===== src/design/rmp_pkg.sv =====
`timescale 1ns / 1ps
// ----------------------------------------------------------------------------
// rmp_pkg
// Shared types and constants for the range matrix product segment tree.
// ----------------------------------------------------------------------------
package rmp_pkg;

  localparam int ENTRY_W   = 30;
  localparam int IDX_W     = 10;
  localparam int CNT_MIN_W = 11;
  localparam int PROD_W    = 2 * ENTRY_W;
  localparam int SUM_W     = PROD_W + 1;

  localparam logic [ENTRY_W-1:0] MOD_RESET = 30'd998244353;

  // register indexes, selected by paddr[2]
  localparam logic REG_MODULUS = 1'b0;
  localparam logic REG_COUNT   = 1'b1;

  // one 2x2 matrix, row-major
  typedef struct packed {
    logic [ENTRY_W-1:0] tl;
    logic [ENTRY_W-1:0] tr;
    logic [ENTRY_W-1:0] bl;
    logic [ENTRY_W-1:0] br;
  } mat_t;

  localparam int MAT_W = $bits(mat_t);

  // source of node memory write data
  typedef enum logic [1:0] {
    WR_ZERO = 2'd0,
    WR_LEAF = 2'd1,
    WR_ACC  = 2'd2
  } wr_src_t;

  // controller to datapath commands
  typedef struct packed {
    logic    take_item;
    logic    rd_en;
    logic    wr_en;
    wr_src_t wr_src;
    logic    acc_ident;
    logic    acc_ident_red;
    logic    acc_from_rd;
    logic    mul_start;
  } dp_cmd_t;

  // datapath to controller status
  typedef struct packed {
    logic mul_busy;
    logic mul_done;
  } dp_stat_t;

endpackage


===== src/design/rmp_ctrl.sv =====
`timescale 1ns / 1ps
// ----------------------------------------------------------------------------
// rmp_ctrl
// Tree walk sequencer: clear pass, leaf load with ancestor update, range query.
// ----------------------------------------------------------------------------
module rmp_ctrl
  import rmp_pkg::*;
#(
  parameter int MAX_ELEMENTS = 1024,
  localparam int CNT_W = ($clog2(MAX_ELEMENTS + 1) > CNT_MIN_W) ?
                         $clog2(MAX_ELEMENTS + 1) : CNT_MIN_W
) (
  input  logic                              clk,
  input  logic                              rst,
  input  logic                              clear_req,
  input  logic                              in_valid,
  output logic                              in_ready,
  input  logic                              in_req_type,
  input  logic [IDX_W-1:0]                  in_first,
  input  logic [IDX_W-1:0]                  in_last,
  input  logic [CNT_W-1:0]                  count_eff,
  input  logic                              out_free,
  output logic                              out_load,
  output dp_cmd_t                           cmd,
  input  dp_stat_t                          stat,
  output logic [$clog2(2*MAX_ELEMENTS)-1:0] node_addr
);

  localparam int SLOT_W = $clog2(2 * MAX_ELEMENTS);
  localparam int DEPTH  = CNT_W + 1;
  localparam int SP_W   = $clog2(DEPTH + 1);
  localparam int STK_IW = $clog2(DEPTH);
  localparam logic [SLOT_W-1:0] SLOT_LAST = SLOT_W'(2 * MAX_ELEMENTS - 1);

  typedef enum logic [14:0] {
    ST_CLEAR   = 15'b000000000000001,
    ST_IDLE    = 15'b000000000000010,
    ST_Q_STEP  = 15'b000000000000100,
    ST_Q_READ  = 15'b000000000001000,
    ST_Q_MUL   = 15'b000000000010000,
    ST_Q_NEXT  = 15'b000000000100000,
    ST_OUT     = 15'b000000001000000,
    ST_L_DOWN  = 15'b000000010000000,
    ST_L_LEAF  = 15'b000000100000000,
    ST_L_UP    = 15'b000001000000000,
    ST_L_RDL   = 15'b000010000000000,
    ST_L_RDR   = 15'b000100000000000,
    ST_L_MULS  = 15'b001000000000000,
    ST_L_MUL   = 15'b010000000000000,
    ST_L_WRITE = 15'b100000000000000
  } state_t;

  state_t            state, state_next;
  logic [SLOT_W-1:0] cur_s, cur_s_next;
  logic [CNT_W-1:0]  cur_l, cur_l_next;
  logic [CNT_W-1:0]  cur_r, cur_r_next;
  logic [SP_W-1:0]   sp, sp_next;
  logic [IDX_W-1:0]  q_b;
  logic [IDX_W-1:0]  q_e;
  logic [SLOT_W-1:0] stk_s [DEPTH];
  logic [CNT_W-1:0]  stk_l [DEPTH];
  logic [CNT_W-1:0]  stk_r [DEPTH];
  logic              push;
  logic [SLOT_W-1:0] push_s;
  logic [CNT_W-1:0]  push_l;
  logic [CNT_W-1:0]  push_r;
  logic [SP_W-1:0]   sp_m1;
  logic [CNT_W-1:0]  mid;
  logic [SLOT_W-1:0] left_s;
  logic [SLOT_W-1:0] right_s;
  logic [CNT_W-1:0]  b_ext;
  logic [CNT_W-1:0]  e_ext;
  logic              covered;
  logic              disjoint;

  // node geometry of the current position
  always_comb begin
    mid      = cur_l + ((cur_r - cur_l) >> 1);
    left_s   = cur_s + SLOT_W'(1);
    right_s  = cur_s + (SLOT_W'(mid - cur_l + CNT_W'(1)) << 1);
    b_ext    = CNT_W'(q_b);
    e_ext    = CNT_W'(q_e);
    covered  = (b_ext <= cur_l) && (cur_r <= e_ext);
    disjoint = (e_ext < cur_l) || (cur_r < b_ext);
    sp_m1    = sp - SP_W'(1);
  end

  // next state and commands
  always_comb begin
    state_next = state;
    cur_s_next = cur_s;
    cur_l_next = cur_l;
    cur_r_next = cur_r;
    sp_next    = sp;
    push       = 1'b0;
    push_s     = cur_s;
    push_l     = cur_l;
    push_r     = cur_r;
    cmd        = '0;
    cmd.wr_src = WR_ZERO;
    node_addr  = cur_s;
    out_load   = 1'b0;
    in_ready   = 1'b0;
    case (state)
      ST_CLEAR: begin
        cmd.wr_en  = 1'b1;
        cmd.wr_src = WR_ZERO;
        cur_s_next = cur_s + SLOT_W'(1);
        if (cur_s == SLOT_LAST) begin
          state_next = ST_IDLE;
        end
      end
      ST_IDLE: begin
        in_ready = 1'b1;
        if (in_valid) begin
          cmd.take_item     = 1'b1;
          cmd.acc_ident     = 1'b1;
          // a range that starts inside the array goes through the root split
          cmd.acc_ident_red = (CNT_W'(in_first) < count_eff);
          cur_s_next        = '0;
          cur_l_next        = '0;
          cur_r_next        = count_eff - CNT_W'(1);
          sp_next           = '0;
          if (in_req_type) begin
            state_next = ST_Q_STEP;
          end else if (CNT_W'(in_first) < count_eff) begin
            state_next = ST_L_DOWN;
          end
        end
      end
      ST_Q_STEP: begin
        if (covered) begin
          cmd.rd_en  = 1'b1;
          state_next = ST_Q_READ;
        end else if (disjoint) begin
          state_next = ST_Q_NEXT;
        end else begin
          // right half waits on the stack, descend left
          push       = 1'b1;
          push_s     = right_s;
          push_l     = mid + CNT_W'(1);
          push_r     = cur_r;
          sp_next    = sp + SP_W'(1);
          cur_s_next = left_s;
          cur_r_next = mid;
        end
      end
      ST_Q_READ: begin
        // a whole-tree hit returns the root as stored
        if (cur_s == '0) begin
          cmd.acc_from_rd = 1'b1;
          state_next      = ST_Q_NEXT;
        end else begin
          cmd.mul_start = 1'b1;
          state_next    = ST_Q_MUL;
        end
      end
      ST_Q_MUL: begin
        if (stat.mul_done) begin
          state_next = ST_Q_NEXT;
        end
      end
      ST_Q_NEXT: begin
        if (sp == '0) begin
          state_next = ST_OUT;
        end else begin
          cur_s_next = stk_s[sp_m1[STK_IW-1:0]];
          cur_l_next = stk_l[sp_m1[STK_IW-1:0]];
          cur_r_next = stk_r[sp_m1[STK_IW-1:0]];
          sp_next    = sp_m1;
          state_next = ST_Q_STEP;
        end
      end
      ST_OUT: begin
        if (out_free) begin
          out_load   = 1'b1;
          state_next = ST_IDLE;
        end
      end
      ST_L_DOWN: begin
        if (cur_l == cur_r) begin
          state_next = ST_L_LEAF;
        end else begin
          push    = 1'b1;
          sp_next = sp + SP_W'(1);
          if (b_ext <= mid) begin
            cur_s_next = left_s;
            cur_r_next = mid;
          end else begin
            cur_s_next = right_s;
            cur_l_next = mid + CNT_W'(1);
          end
        end
      end
      ST_L_LEAF: begin
        cmd.wr_en  = 1'b1;
        cmd.wr_src = WR_LEAF;
        state_next = ST_L_UP;
      end
      ST_L_UP: begin
        if (sp == '0) begin
          state_next = ST_IDLE;
        end else begin
          cur_s_next = stk_s[sp_m1[STK_IW-1:0]];
          cur_l_next = stk_l[sp_m1[STK_IW-1:0]];
          cur_r_next = stk_r[sp_m1[STK_IW-1:0]];
          sp_next    = sp_m1;
          state_next = ST_L_RDL;
        end
      end
      ST_L_RDL: begin
        cmd.rd_en  = 1'b1;
        node_addr  = left_s;
        state_next = ST_L_RDR;
      end
      ST_L_RDR: begin
        cmd.acc_from_rd = 1'b1;
        cmd.rd_en       = 1'b1;
        node_addr       = right_s;
        state_next      = ST_L_MULS;
      end
      ST_L_MULS: begin
        cmd.mul_start = 1'b1;
        state_next    = ST_L_MUL;
      end
      ST_L_MUL: begin
        if (stat.mul_done) begin
          state_next = ST_L_WRITE;
        end
      end
      ST_L_WRITE: begin
        cmd.wr_en  = 1'b1;
        cmd.wr_src = WR_ACC;
        state_next = ST_L_UP;
      end
      default: begin
        state_next = ST_IDLE;
      end
    endcase
    // a count write restarts the clearing pass
    if (clear_req) begin
      state_next = ST_CLEAR;
      cur_s_next = '0;
      sp_next    = '0;
      push       = 1'b0;
      cmd        = '0;
      cmd.wr_src = WR_ZERO;
      in_ready   = 1'b0;
      out_load   = 1'b0;
    end
  end

  // control registers
  always_ff @(posedge clk) begin
    if (rst) begin
      state <= ST_CLEAR;
      cur_s <= '0;
      sp    <= '0;
    end else begin
      state <= state_next;
      cur_s <= cur_s_next;
      sp    <= sp_next;
    end
  end

  // walk bounds, query range and node stack
  always_ff @(posedge clk) begin
    cur_l <= cur_l_next;
    cur_r <= cur_r_next;
    if (cmd.take_item) begin
      q_b <= in_first;
      q_e <= in_last;
    end
    if (push) begin
      stk_s[sp[STK_IW-1:0]] <= push_s;
      stk_l[sp[STK_IW-1:0]] <= push_l;
      stk_r[sp[STK_IW-1:0]] <= push_r;
    end
  end

  // node memory has a single access per cycle
  assert property (@(posedge clk) disable iff (rst) !(cmd.rd_en && cmd.wr_en))
    else $error("node read and write in the same cycle");

  // a started multiply keeps the datapath busy on the next cycle
  assert property (@(posedge clk) disable iff (rst) cmd.mul_start |=> stat.mul_busy)
    else $error("multiply start not seen by datapath");

  // a result is only handed out after the walk has emptied the stack
  assert property (@(posedge clk) disable iff (rst) out_load |-> (sp == '0))
    else $error("result issued with pending tree nodes");

endmodule


===== config.mk =====
export PLATFORM = sky130hd
export DESIGN_NAME = rmp_ctrl
export DESIGN_NICKNAME = d
export VERILOG_FILES = /design/src/design/rmp_pkg.sv /design/src/design/rmp_ctrl.sv
export SDC_FILE = /design/constraint.sdc
export NUM_CORES = 1
export LEC_CHECK = 0
export BUFFER_PORTS_ARGS = -buffer_cell sky130_fd_sc_hd__buf_2
export CORE_ASPECT_RATIO = 1.75
export CORE_UTILIZATION = 58
export CTS_BUF_LIST = sky130_fd_sc_hd__clkbuf_2 sky130_fd_sc_hd__clkbuf_4 sky130_fd_sc_hd__clkbuf_8
export CTS_CLUSTER_DIAMETER = 150
export DETAILED_ROUTE_END_ITERATION = 10
export GPL_ROUTABILITY_DRIVEN = 0
export PLACE_DENSITY = 0.75
export SYNTH_ARGS = -nofsm -noshare
export SYNTH_HDL_FRONTEND = slang
export SYNTH_SLANG_ARGS = --single-unit
export TNS_END_PERCENT = 30

===== constraint.sdc =====
create_clock -name clk -period 6.4 [get_ports clk]
set_input_delay 0.96 -clock clk [delete_from_list [all_inputs] [get_ports clk]]
set_output_delay 0.96 -clock clk [all_outputs]
set_load 0.01 [all_outputs]

**After elaboration in Yosys (flattened, before gate mapping)**

Memories as Yosys holds them, arrays and structs flattened.
Cells that the tools add are included.

- Bits in registers: 72
- Memories: 3
- RAM bits: 396
- Output and inout bits: 22

Memory list:

| name | depth | width | rd ports | clocked after memory_dff | wr ports | line | source |
|---|---|---|---|---|---|---|---|
| stk_l | 12 | 11 | 1 | 0 | 1 | rmp_ctrl.sv:61 | `logic [CNT_W-1:0] stk_l [DEPTH];` |
| stk_r | 12 | 11 | 1 | 0 | 1 | rmp_ctrl.sv:62 | `logic [CNT_W-1:0] stk_r [DEPTH];` |
| stk_s | 12 | 11 | 1 | 0 | 1 | rmp_ctrl.sv:60 | `logic [SLOT_W-1:0] stk_s [DEPTH];` |

- Add/sub/neg operators: 10
- Muxes and demuxes: 69
- Reduce and logical (&&, ||, !) cells: 16
- Equality and inequality tests: 31
- Magnitude comparators: 6

Operators with widths:

| kind | count |
|---|---|
| $mux W11 | 22 |
| $pmux W15 S14 | 1 |
| $mux W15 | 10 |
| $pmux W11 S5 | 1 |
| $pmux W11 S4 | 1 |
| $pmux W11 S3 | 1 |
| $ne A2 B2 Y1 const B | 12 |
| $add A11 B1 Y11 const B | 2 |
| $le A10 B11 Y1 | 2 |
| $lt A10 B11 Y1 | 2 |
| $pmux W11 S2 | 1 |
| $mux W4 | 5 |
| $mux W1 | 16 |
| $pmux W4 S4 | 1 |
| $eq A15 B1 Y1 const B | 1 |
| $eq A15 B10 Y1 const B | 1 |
| $eq A15 B11 Y1 const B | 1 |
| $eq A15 B12 Y1 const B | 1 |
| $eq A15 B13 Y1 const B | 1 |
| $eq A15 B14 Y1 const B | 1 |
| $eq A15 B15 Y1 const B | 1 |
| $eq A15 B2 Y1 const B | 1 |
| $eq A15 B3 Y1 const B | 1 |
| $eq A15 B4 Y1 const B | 1 |
| 36 further kinds | 45 |

**Depth between registers and ports, before layout**

Gate-level depths: netlist of the first run.

- Word-level depth: 8
- Mapped depth: 28

**Worst setup path after synthesis of the first run**

No wires, ideal clock.

- Kind: reg2out
- Start point: reg cur_l[1]
- End point: out node_addr[10]
- Arrival time: 5.094 ns
- Cell stages (with the launch flop): 24
- Path slack: 0.346 ns
- Data required time: 5.440 ns
- Path through: edfxtp_1 inv_1 ha_1 nor2b_1 o21ai_0 a21boi_0 o21ai_0 nand2_1 xor2_1 ha_1 o21a_1 o31a_1 o21ai_0 nor3b_1 inv_1 ha_1 ha_1 xnor2_1 ha_1 o41ai_1 o21ai_0 xnor2_1 xnor2_1 o22ai_1

- Longest elaborated chain between the ends: 6

Ends and longest elaborated chain:

| what | line | source |
|---|---|---|
| start: declaration | rmp_ctrl.sv:55 | `logic [CNT_W-1:0] cur_l, cur_l_next;` |
| start signal: assignment | rmp_ctrl.sv:268 | `cur_l <= cur_l_next;` |
| $sub A11 B11 Y11 | rmp_ctrl.sv:78 | `mid = cur_l + ((cur_r - cur_l) >> 1);` |
| $add A11 B10 Y11 | rmp_ctrl.sv:78 |  |
| $sub A10 B10 Y10 (*) | rmp_ctrl.sv:80 | `right_s = cur_s + (SLOT_W'(mid - cur_l + CNT_W'(1)) << 1);` |
| $add A10 B1 Y10 (*) | rmp_ctrl.sv:80 |  |
| $add A11 B11 Y11 (*) | rmp_ctrl.sv:80 |  |
| $pmux W11 S2 (*) | rmp_ctrl.sv:104 | `case (state)` |
| end: declaration | rmp_ctrl.sv:26 | `output logic [$clog2(2*MAX_ELEMENTS)-1:0] node_addr` |

Mark *: on every way between the ends. The rest lies on a longest branch, timed or not.

**Final worst setup path of the first run**

- Start point: reg cur_r[1]
- End point: out node_addr[10]

- Longest elaborated chain between the ends: 6

Ends and longest elaborated chain:

| what | line | source |
|---|---|---|
| start: declaration | rmp_ctrl.sv:56 | `logic [CNT_W-1:0] cur_r, cur_r_next;` |
| start signal: assignment | rmp_ctrl.sv:269 | `cur_r <= cur_r_next;` |
| $sub A11 B11 Y11 | rmp_ctrl.sv:78 |  |
| $add A11 B10 Y11 | rmp_ctrl.sv:78 |  |
| $sub A10 B10 Y10 | rmp_ctrl.sv:80 |  |
| $add A10 B1 Y10 | rmp_ctrl.sv:80 |  |
| $add A11 B11 Y11 | rmp_ctrl.sv:80 |  |
| $pmux W11 S2 | rmp_ctrl.sv:104 |  |

Every way passes these cells.

==> results.toml, run 1 <==
[run_status]
status = "finished with violations"
violations = "capacitance limit, setup timing"

[timing]
fin_crit_sh = 1.035
slew_violations = 0
max_frequency_ghz = 0.1509
final_critical_path_setup_slack_ns = -0.2248
finalSetupViolations = 2
grt_setup_unrepaired = "true"
worst_slew_margin_rel = 0.0007905
hold_viol = 0
max_slew.worst_pin.slew_ns = 1.483
finalWorstPathRequiredPeriod_ns = 6.625
timing.clock.skew_ns = 0.04105

[power]
seq_power_share = 0.584
switching_part_of_the_total_power = 0.1970
intPower_w = 0.004535
worst_ir_drop_vdd_mv = 0.1360
power.combinational.fraction = 0.010
power.net_switching_w = 0.001113
pwr-share-clk = 0.405
power_density_nw_per_um2 = 220.3
total_leakage_power_nw = 9.313

[cts]
clkLatencyLatePin_ns = 0.65
buffers_from_clock_root_to_sink_at_most = 3
clkSinkCount = 468
cts_inserted_buffers = 61
htreeDepth = 2
cts_root_buf = "sky130_fd_sc_hd__clkbuf_8"
cts_tree = "yes"
clock_transition_at_the_register_clock_pins_on_the_worst_setup_and_hold_paths_after_cts_ns = 0.08

[yosys]
yosysWarningCount = 0
netlist_top_cells_area = "sky130_fd_sc_hd__edfxtp_1 (58%), sky130_fd_sc_hd__mux4_2 (9.9%), sky130_fd_sc_hd__ha_1 (6.3%)"
ys_dominant_reg_cell = "sky130_fd_sc_hd__edfxtp_1"
syn_avg_cell_area_um2 = 14.51
synthesis.instances = 1551
mappedNetlistArea_um2 = 22510
synth_area_leader_cell = "sky130_fd_sc_hd__edfxtp_1"
synth-seq-cells = 468
mappedNetlistNets = 1707
number_of_synthesized_flops_with_an_enable_pin = 438
synth.distinct_cells = 76
async_reset_ff_frac = 0
netlist.area_leader.share = 0.5843
synth_sequential_area_ratio = 0.6110

[worst_setup_path]
critical_path.cell_chain = "buf_6, inv_1, fa_2, inv_2, ha_4, inv_1, fa_2, xnor2_2, ha_1, ha_1, a21o_1, a21oi_2, o21bai_1, a21oi_2, o21bai_1, a21oi_2, xnor2_2, ha_1, a21oi_2, o21ai_2, xnor2_2, xnor2_2, o22ai_2, buf_2"
worstPathMaxFanout = 3
timing.reg2reg.setup_slack_ns = 0.31
critPathArrivalTime_ns = 5.66
critical_path_required_ns = 5.44
timing.reg2reg.worst_path_depth = 23
setup.worst_path.end_class = "primary output"
crit_path_kind = "flip-flop to primary output"
stage_delay_of_the_slowest_cell_on_the_critical_path_ns = 0.47
crit_path_start = "cur_r[1]$_DFFE_PP_"
timing.critical_path.buf_inv = 5
cp.depth = 24
critical_path.slowest_cell = "sky130_fd_sc_hd__edfxtp_1"
critical_path.top_delay_family = "adder cells"
crit_path_end = "node_addr[10]"
timing.rr.start = "cur_r[1]$_DFFE_PP_"
reg2reg_to = "stk_s[11][9]$_DFFE_PP_"
setup.worst_path.start_class = "flip-flop"

[detailed_routing]
route.final.wire_length_mm = 57.16
routed-via-count = 14610
avgViaCountPerCell = 6.524
antenna_violating_nets_post_route = 0
drt-pass1-iter-count = 7
detail_route.iter0.violations = 1102
route.detailed.wl_per_inst_um = 25.52
drc_viols = 0

[run]
drv.max_cap_violation_count = 1

[floorplanning]
core_um2 = 38270
start_util = 0.5881
floorplan.die.width_um = 150.9
io_pins = 61
design.die.area_um2 = 39630
die-height_um = 262.6
rows = 95

[grt]
grt_pass1_vias = 14790
largest_net_degree_at_the_start_of_global_routing = 68
globalRouteTotalUtil = 0.2973
grt_overflow = 0
grt_antenna_before_repair = 2
global_route_wire_length_before_repair_mm = 85.36

[layout]
finish.instance_area_um2 = 25640
multiInputGateArea_um2 = 8723
final_core_utilization = 0.6699
final.fill_count = 2583
drive_gt1_frac = 0.2447
fin_nets = 1860
instances_no_fill = 2240
sequential_cell_area_um2 = 13760
area_delta_synth_final_pct = 13.91

[worst_hold_path]
worstHoldPathType = "input pin to flip-flop"
hold_path_depth = 1
startpoint_of_the_most_critical_hold_path = "in_last[5]"

[placed_design]
placed_cell_area_um2 = 23810
place_inst = 2103
place.port_buffers = 59
hpwlAfterDp_mm = 36.60
[cells in the final DEF, fill, tap and decap left out, types with 25 or more instances in the layout]
master and instances:
sky130_fd_sc_hd__nand2_1 92, sky130_fd_sc_hd__xnor2_1 31, sky130_fd_sc_hd__nand3_1 25, sky130_fd_sc_hd__clkbuf_8 61, sky130_fd_sc_hd__mux4_2 99, sky130_fd_sc_hd__edfxtp_1 438
sky130_fd_sc_hd__ha_1 99, sky130_fd_sc_hd__inv_1 78, sky130_fd_sc_hd__a21oi_1 50, sky130_fd_sc_hd__mux2i_1 38, sky130_fd_sc_hd__dfxtp_1 29, sky130_fd_sc_hd__nor2_1 72
sky130_fd_sc_hd__buf_2 59, sky130_fd_sc_hd__buf_4 86, sky130_fd_sc_hd__o21ai_0 79
[worst register-to-register path, cell delays in order, from the launching register on]
cell and delay (ns):
sky130_fd_sc_hd__edfxtp_1 0.47, sky130_fd_sc_hd__buf_6 0.16, sky130_fd_sc_hd__inv_1 0.07, sky130_fd_sc_hd__fa_2 0.45
sky130_fd_sc_hd__inv_2 0.10, sky130_fd_sc_hd__ha_4 0.14, sky130_fd_sc_hd__inv_1 0.05, sky130_fd_sc_hd__fa_2 0.39
sky130_fd_sc_hd__xnor2_2 0.21, sky130_fd_sc_hd__ha_1 0.29, sky130_fd_sc_hd__ha_1 0.30, sky130_fd_sc_hd__a21o_1 0.17
sky130_fd_sc_hd__a21oi_2 0.21, sky130_fd_sc_hd__o21bai_1 0.12, sky130_fd_sc_hd__a21oi_2 0.21, sky130_fd_sc_hd__o21bai_1 0.12
sky130_fd_sc_hd__a21oi_2 0.17, sky130_fd_sc_hd__xnor2_2 0.15, sky130_fd_sc_hd__ha_1 0.30, sky130_fd_sc_hd__buf_4 0.15
sky130_fd_sc_hd__buf_4 0.12, sky130_fd_sc_hd__xor2_1 0.17, sky130_fd_sc_hd__buf_4 0.17, sky130_fd_sc_hd__o21ai_0 0.99
[sequential cells by signal (all words and copies together), names as in the netlist]
name	flops
sp	4
q_b	10
cur_l	11
q_e	10
state	15
stk_s	132
cur_r	11
stk_r	132
stk_l	132
cur_s	11
[metal layers]
metal | up-vias | part of all wire | track usage
met4 | 0 | 0.060 | 0.1738
met5 | - | 0 | 0
met2 | 681 | 0.51 | 0.4957
li1 | 6410 | - | -
met3 | 197 | 0.077 | 0.05694
met1 | 7326 | 0.35 | 0.3553
[cell families (layout without fill, tap and decap cells)]
| group | after synthesis | in the layout | share of synthesized area |
|---|---|---|---|
| buf+inv | 140 | 342 | 0.02412 |
| simple gates | 339 | 339 | 0.07654 |
| xor+xnor | 60 | 60 | 0.02335 |
| other cells | 0 | 2 | 0 |
| flops | 468 | 468 | 0.6110 |
| mux | 137 | 137 | 0.1160 |
| fa+ha+maj | 117 | 117 | 0.06637 |
| compound gates | 290 | 290 | 0.08266 |
[metrics by stage]
step	TNS [ns]	worst slack, ns	total power (W)	hold slack (ns)
floorplan	0	0.3459	0.003395	0.4994
global placement	0	0.08174	0.003421	0.5390
detailed placement	0	0.03841	0.003423	0.5520
CTS	-0.5255	-0.2430	0.005681	0.4560
global route	-1.698	-0.5069	0.005792	0.4638
finish	-0.3543	-0.2248	0.005648	0.4772
[power by group through the flow]
| stage | combinational [W] | clock, W | sequential, W |
|---|---|---|---|
| after floorplan | 0.0000284 | 0 | 0.00337 |
| after global placement | 0.0000546 | 0 | 0.00337 |
| after detailed placement | 0.0000564 | 0 | 0.00337 |
| after CTS | 0.0000569 | 0.00232 | 0.00330 |
| after global routing | 0.0000644 | 0.00243 | 0.00330 |
| final | 0.0000583 | 0.00229 | 0.00330 |
[worst min-delay path by stage]
stage,to
2_1_floorplan,state[14]$_SDFFE_PP0P_
3_3_place_gp,state[13]$_SDFFE_PP0P_
3_5_place_dp,state[13]$_SDFFE_PP0P_
4_1_cts,q_e[5]$_DFFE_PP_
5_1_grt,q_e[5]$_DFFE_PP_
6_report,q_e[5]$_DFFE_PP_
[Yosys cell counts, drive strengths merged, types with 12 or more instances]
| cell type | instances |
|---|---|
| nand4 | 22 |
| dfxtp | 30 |
| buf | 21 |
| nor4 | 13 |
| a211oi | 13 |
| nor2b | 16 |
| nor2 | 82 |
| nor3 | 20 |
| xnor2 | 39 |
| nand3 | 26 |
| xor2 | 21 |
| inv | 82 |
| mux2i | 38 |
| nand2 | 93 |
| a21oi | 58 |
| edfxtp | 438 |
| clkbuf | 37 |
| a21o | 13 |
| o21ai | 94 |
| o211ai | 19 |
| ha | 113 |
| mux4 | 99 |
| o22ai | 14 |
| and3 | 12 |
[cell type report]
type / count / area share
sequential: 468 / 0.5365
inverter: 82 / 0.01200
clock buffer: 74 / 0.03655
tap: 485 / 0.02367
antenna: 2 / 0.0001952
clock inverter: 38 / 0.01283
multi-input combinational: 943 / 0.3402
timing repair buffer: 148 / 0.03801
[what timing repair did]
action                                  4_1_cts  5_1_grt
setup buffers                                14        9
pin swaps                                    34       39
endpoints found under the setup margin        4       40
hold buffers                                  0        0
gates resized for setup                      43       32
cloned                                        0        0
(Power assumes the default switching activity.)
==> run 2: changes to the inputs <==
- ABC_AREA: unset -> 1
- CAP_MARGIN: unset -> 20
==> run 2 against run 1 <==
  * Critical path depth increased by 5
  * Combinational power rose to 62 times the previous value
  * Synthesized area rose by 4.4%
  * Clock-buffer cell count rose by 4
  * Clock skew is 0.022 ns lower
  * Flip-flop and latch count unchanged
  * Design area up 3.6%
  * Critical path type unchanged
  * Wire length grew 16%
  * Global-route usage grew 1.9 points
  * The flow finishes with violations (setup timing)
==> results.toml, run 2 <==
[run_status]
status = "finished with violations"
violations = "setup timing"

[layout]
instances_no_fill = 2898
finish.instance_area_um2 = 26570
area_delta_synth_final_pct = 13.06
fin_nets = 2514
final.fill_count = 2821
mostFrequentLayoutCell = "sky130_fd_sc_hd__edfxtp_1"
sequential_cell_area_um2 = 13760
most-common-layout-cells = "sky130_fd_sc_hd__edfxtp_1 (438), sky130_fd_sc_hd__nand2_1 (414), sky130_fd_sc_hd__a21oi_1 (182)"
multiInputGateArea_um2 = 9314
drive_gt1_frac = 0.1699

[yosys]
arithmetic_cell_share_of_the_synthesized_area_counting_full_adders_half_adders_and_majority_gates = 0.06357
largest_family_of_logic_cells_by_synthesized_area = "simple AND/OR/NAND/NOR gates"
synth-seq-cells = 468
synth_compound_gate_area_share = 0.1247
most_used_standard_cell_by_instance_count_after_synthesis = "sky130_fd_sc_hd__edfxtp_1"
mappedNetlistNets = 2391
synth-xor-area-share = 0.02247
mappedNetlistArea_um2 = 23500
synthesis.instances = 2235
post_synth_and_or_nand_nor_area_fraction = 0.1567
yosysWarningCount = 0
synth_sequential_area_ratio = 0.5852
netlist.area_leader.share = 0.5597
number_of_synthesized_flops_with_an_enable_pin = 438
yosys-top-cells-count = "sky130_fd_sc_hd__edfxtp_1 (438), sky130_fd_sc_hd__nand2_1 (423), sky130_fd_sc_hd__a21oi_1 (192), sky130_fd_sc_hd__nor2_1 (172), sky130_fd_sc_hd__inv_1 (169)"
netlist_top_cells_area = "sky130_fd_sc_hd__edfxtp_1 (56%), sky130_fd_sc_hd__nand2_1 (6.8%), sky130_fd_sc_hd__ha_1 (6.0%)"
synth.mux.area_fraction = 0
synth_area_leader_cell = "sky130_fd_sc_hd__edfxtp_1"
syn_avg_cell_area_um2 = 10.51
ys_dominant_reg_cell = "sky130_fd_sc_hd__edfxtp_1"
async_reset_ff_frac = 0
synth.distinct_cells = 59

[detailed_routing]
route.detailed.wl_per_inst_um = 22.85
antenna_violating_nets_post_route = 0
routed-via-count = 18370
detail_route.iter0.violations = 1889
avgViaCountPerCell = 6.338
route.final.wire_length_mm = 66.23
drt-pass1-iter-count = 8
drc_viols = 0

[worst_setup_path]
timing.rr.start = "cur_l[0]$_DFFE_PP_"
worstPathMaxFanout = 4
critical_path_required_ns = 5.44
critPathArrivalTime_ns = 5.74
setup.worst_path.start_class = "flip-flop"
crit_path_kind = "flip-flop to primary output"
crit_top_cell = "sky130_fd_sc_hd__nand2_1"
critical_path.slowest_cell = "sky130_fd_sc_hd__edfxtp_1"
timing.reg2reg.worst_path_depth = 31
setup.worst_path.end_class = "primary output"
stage_delay_of_the_slowest_cell_on_the_critical_path_ns = 0.43
crit_path_start = "cur_l[0]$_DFFE_PP_"

[grt]
grt_overflow = 0
grt_pass1_vias = 18270
global_route_wire_length_before_repair_mm = 98.34
largest_net_degree_at_the_start_of_global_routing = 95
grt_antenna_before_repair = 1
globalRouteTotalUtil = 0.3166

[timing]
final_critical_path_setup_slack_ns = -0.3034
fin_crit_sh = 1.047
max_frequency_ghz = 0.1492
timing.clock.skew_ns = 0.01869
grt_setup_unrepaired = "true"
finalWorstPathRequiredPeriod_ns = 6.703
hold_viol = 0
worst_slew_margin_rel = 0.2580
slew_violations = 0
fin_hold_ws_ns = 0.4942
max_slew.worst_pin.slew_ns = 1.101
finalSetupViolations = 5

[placed_design]
place.port_buffers = 59
placed_cell_area_um2 = 24620
hpwlAfterDp_mm = 41.80
place_inst = 2756

[floorplanning]
floorplan.die.width_um = 154.2
rows = 97
die-height_um = 268.3
io_pins = 61
start_util = 0.5885
design.die.area_um2 = 41360
core_um2 = 39930

[power]
total_power_w = 0.009350
total_leakage_power_nw = 10.32
worst_ir_drop_vdd_mv = 0.3816
power_density_nw_per_um2 = 351.9

[cts]
htreeDepth = 2
clock_transition_at_the_register_clock_pins_on_the_worst_setup_and_hold_paths_after_cts_ns = 0.07
cts_hold_repair.buffers = 0
cts_inserted_buffers = 61
clkLatencyLatePin_ns = 0.64
cts_root_buf = "sky130_fd_sc_hd__clkbuf_8"
clkSinkCount = 468
cts_tree = "yes"
buffers_from_clock_root_to_sink_at_most = 3

[worst_hold_path]
worstHoldPathType = "input pin to flip-flop"
startpoint_of_the_most_critical_hold_path = "in_last[7]"
hold_path_depth = 1

[run]
drv.max_cap_violation_count = 0
run 2: cell count changes after synthesis, moves of 31 or more:
cell	before	now
sky130_fd_sc_hd__a22oi_1	8	39
sky130_fd_sc_hd__mux2i_1	38	0
sky130_fd_sc_hd__a21oi_1	58	192
sky130_fd_sc_hd__inv_1	82	169
sky130_fd_sc_hd__mux4_2	99	0
sky130_fd_sc_hd__nand2_1	92	423
sky130_fd_sc_hd__o221ai_1	8	42
sky130_fd_sc_hd__nand3_1	26	128
sky130_fd_sc_hd__nor2_1	82	172
run 2: layout make-up:
| type | count | share of cell area |
|---|---|---|
| Sequential cell | 468 | 0.5178 |
| Multi-Input combinational cell | 1489 | 0.3506 |
| Tap cell | 495 | 0.02331 |
| Inverter | 182 | 0.02614 |
| Clock inverter | 29 | 0.006546 |
| Antenna cell | 1 | 0.00009419 |
| Clock buffer | 78 | 0.03640 |
| Timing Repair Buffer | 156 | 0.03914 |
run 2: layer usage:
layer / global-route usage / share of wire / routed length, um / vias up
met2: 0.5541 / 0.50 / 33010 / 984
met4: 0.2338 / 0.078 / 5155 / 0
met5: 0 / 0 / 0 / -
met1: 0.3522 / 0.35 / 22860 / 8837
met3: 0.04499 / 0.079 / 5209 / 301
li1: - / - / - / 8246
run 2: cell families (layout without fill, tap and decap cells):
group,Yosys count,after routing
buf+inv,278,445
xor+xnor,56,56
fa+ha+maj,117,117
compound gates,486,486
other cells,0,1
simple gates,830,830
flops,468,468
run 2: path summary, 6_finish.rpt:
check	slack, ns	end
worst max register to register	0.80	stk_s[7][10]$_DFFE_PP_
worst max-delay path	-0.30	node_addr[10]
worst min register to register	0.55	state[7]$_SDFFE_PP0P_
worst min-delay path	0.49	q_e[7]$_DFFE_PP_
run 2: what timing repair did:
action	in CTS	in global routing
resized for setup	52	46
setup endpoints to repair	5	5
hold endpoints to repair	0	0
setup buffers	15	10
pin swaps	36	33
run 2: power breakdown:
| part | internal [W] | total, W | switching, W |
|---|---|---|---|
| sequential | 0.00351 | 0.00363 | 0.000117 |
| clock | 0.00103 | 0.00212 | 0.00109 |
| combinational | 0.00131 | 0.00361 | 0.00230 |
run 2: critical path: cells and delay by family (launching register included):
family / cells / cell delay [ns]
adders and majority gates: 6 / 1.75
and+or+nand+nor: 10 / 0.99
xor gates and xnor gates: 3 / 0.44
buffers and inverters: 4 / 0.59
DFF: 1 / 0.43
AOI/OAI and AO/OA: 6 / 0.87
run 2: metrics by stage:
stage          setup TNS, ns  setup slack [ns]  utilization
6_report             -0.6998           -0.3034       0.6654
5_1_grt               -1.854           -0.5568       0.6654
4_1_cts              -0.3368           -0.1578       0.6544
3_5_place_dp        -0.03371          -0.03371       0.6167
3_3_place_gp               0           0.08412       0.6154
2_1_floorplan              0            0.3889            -
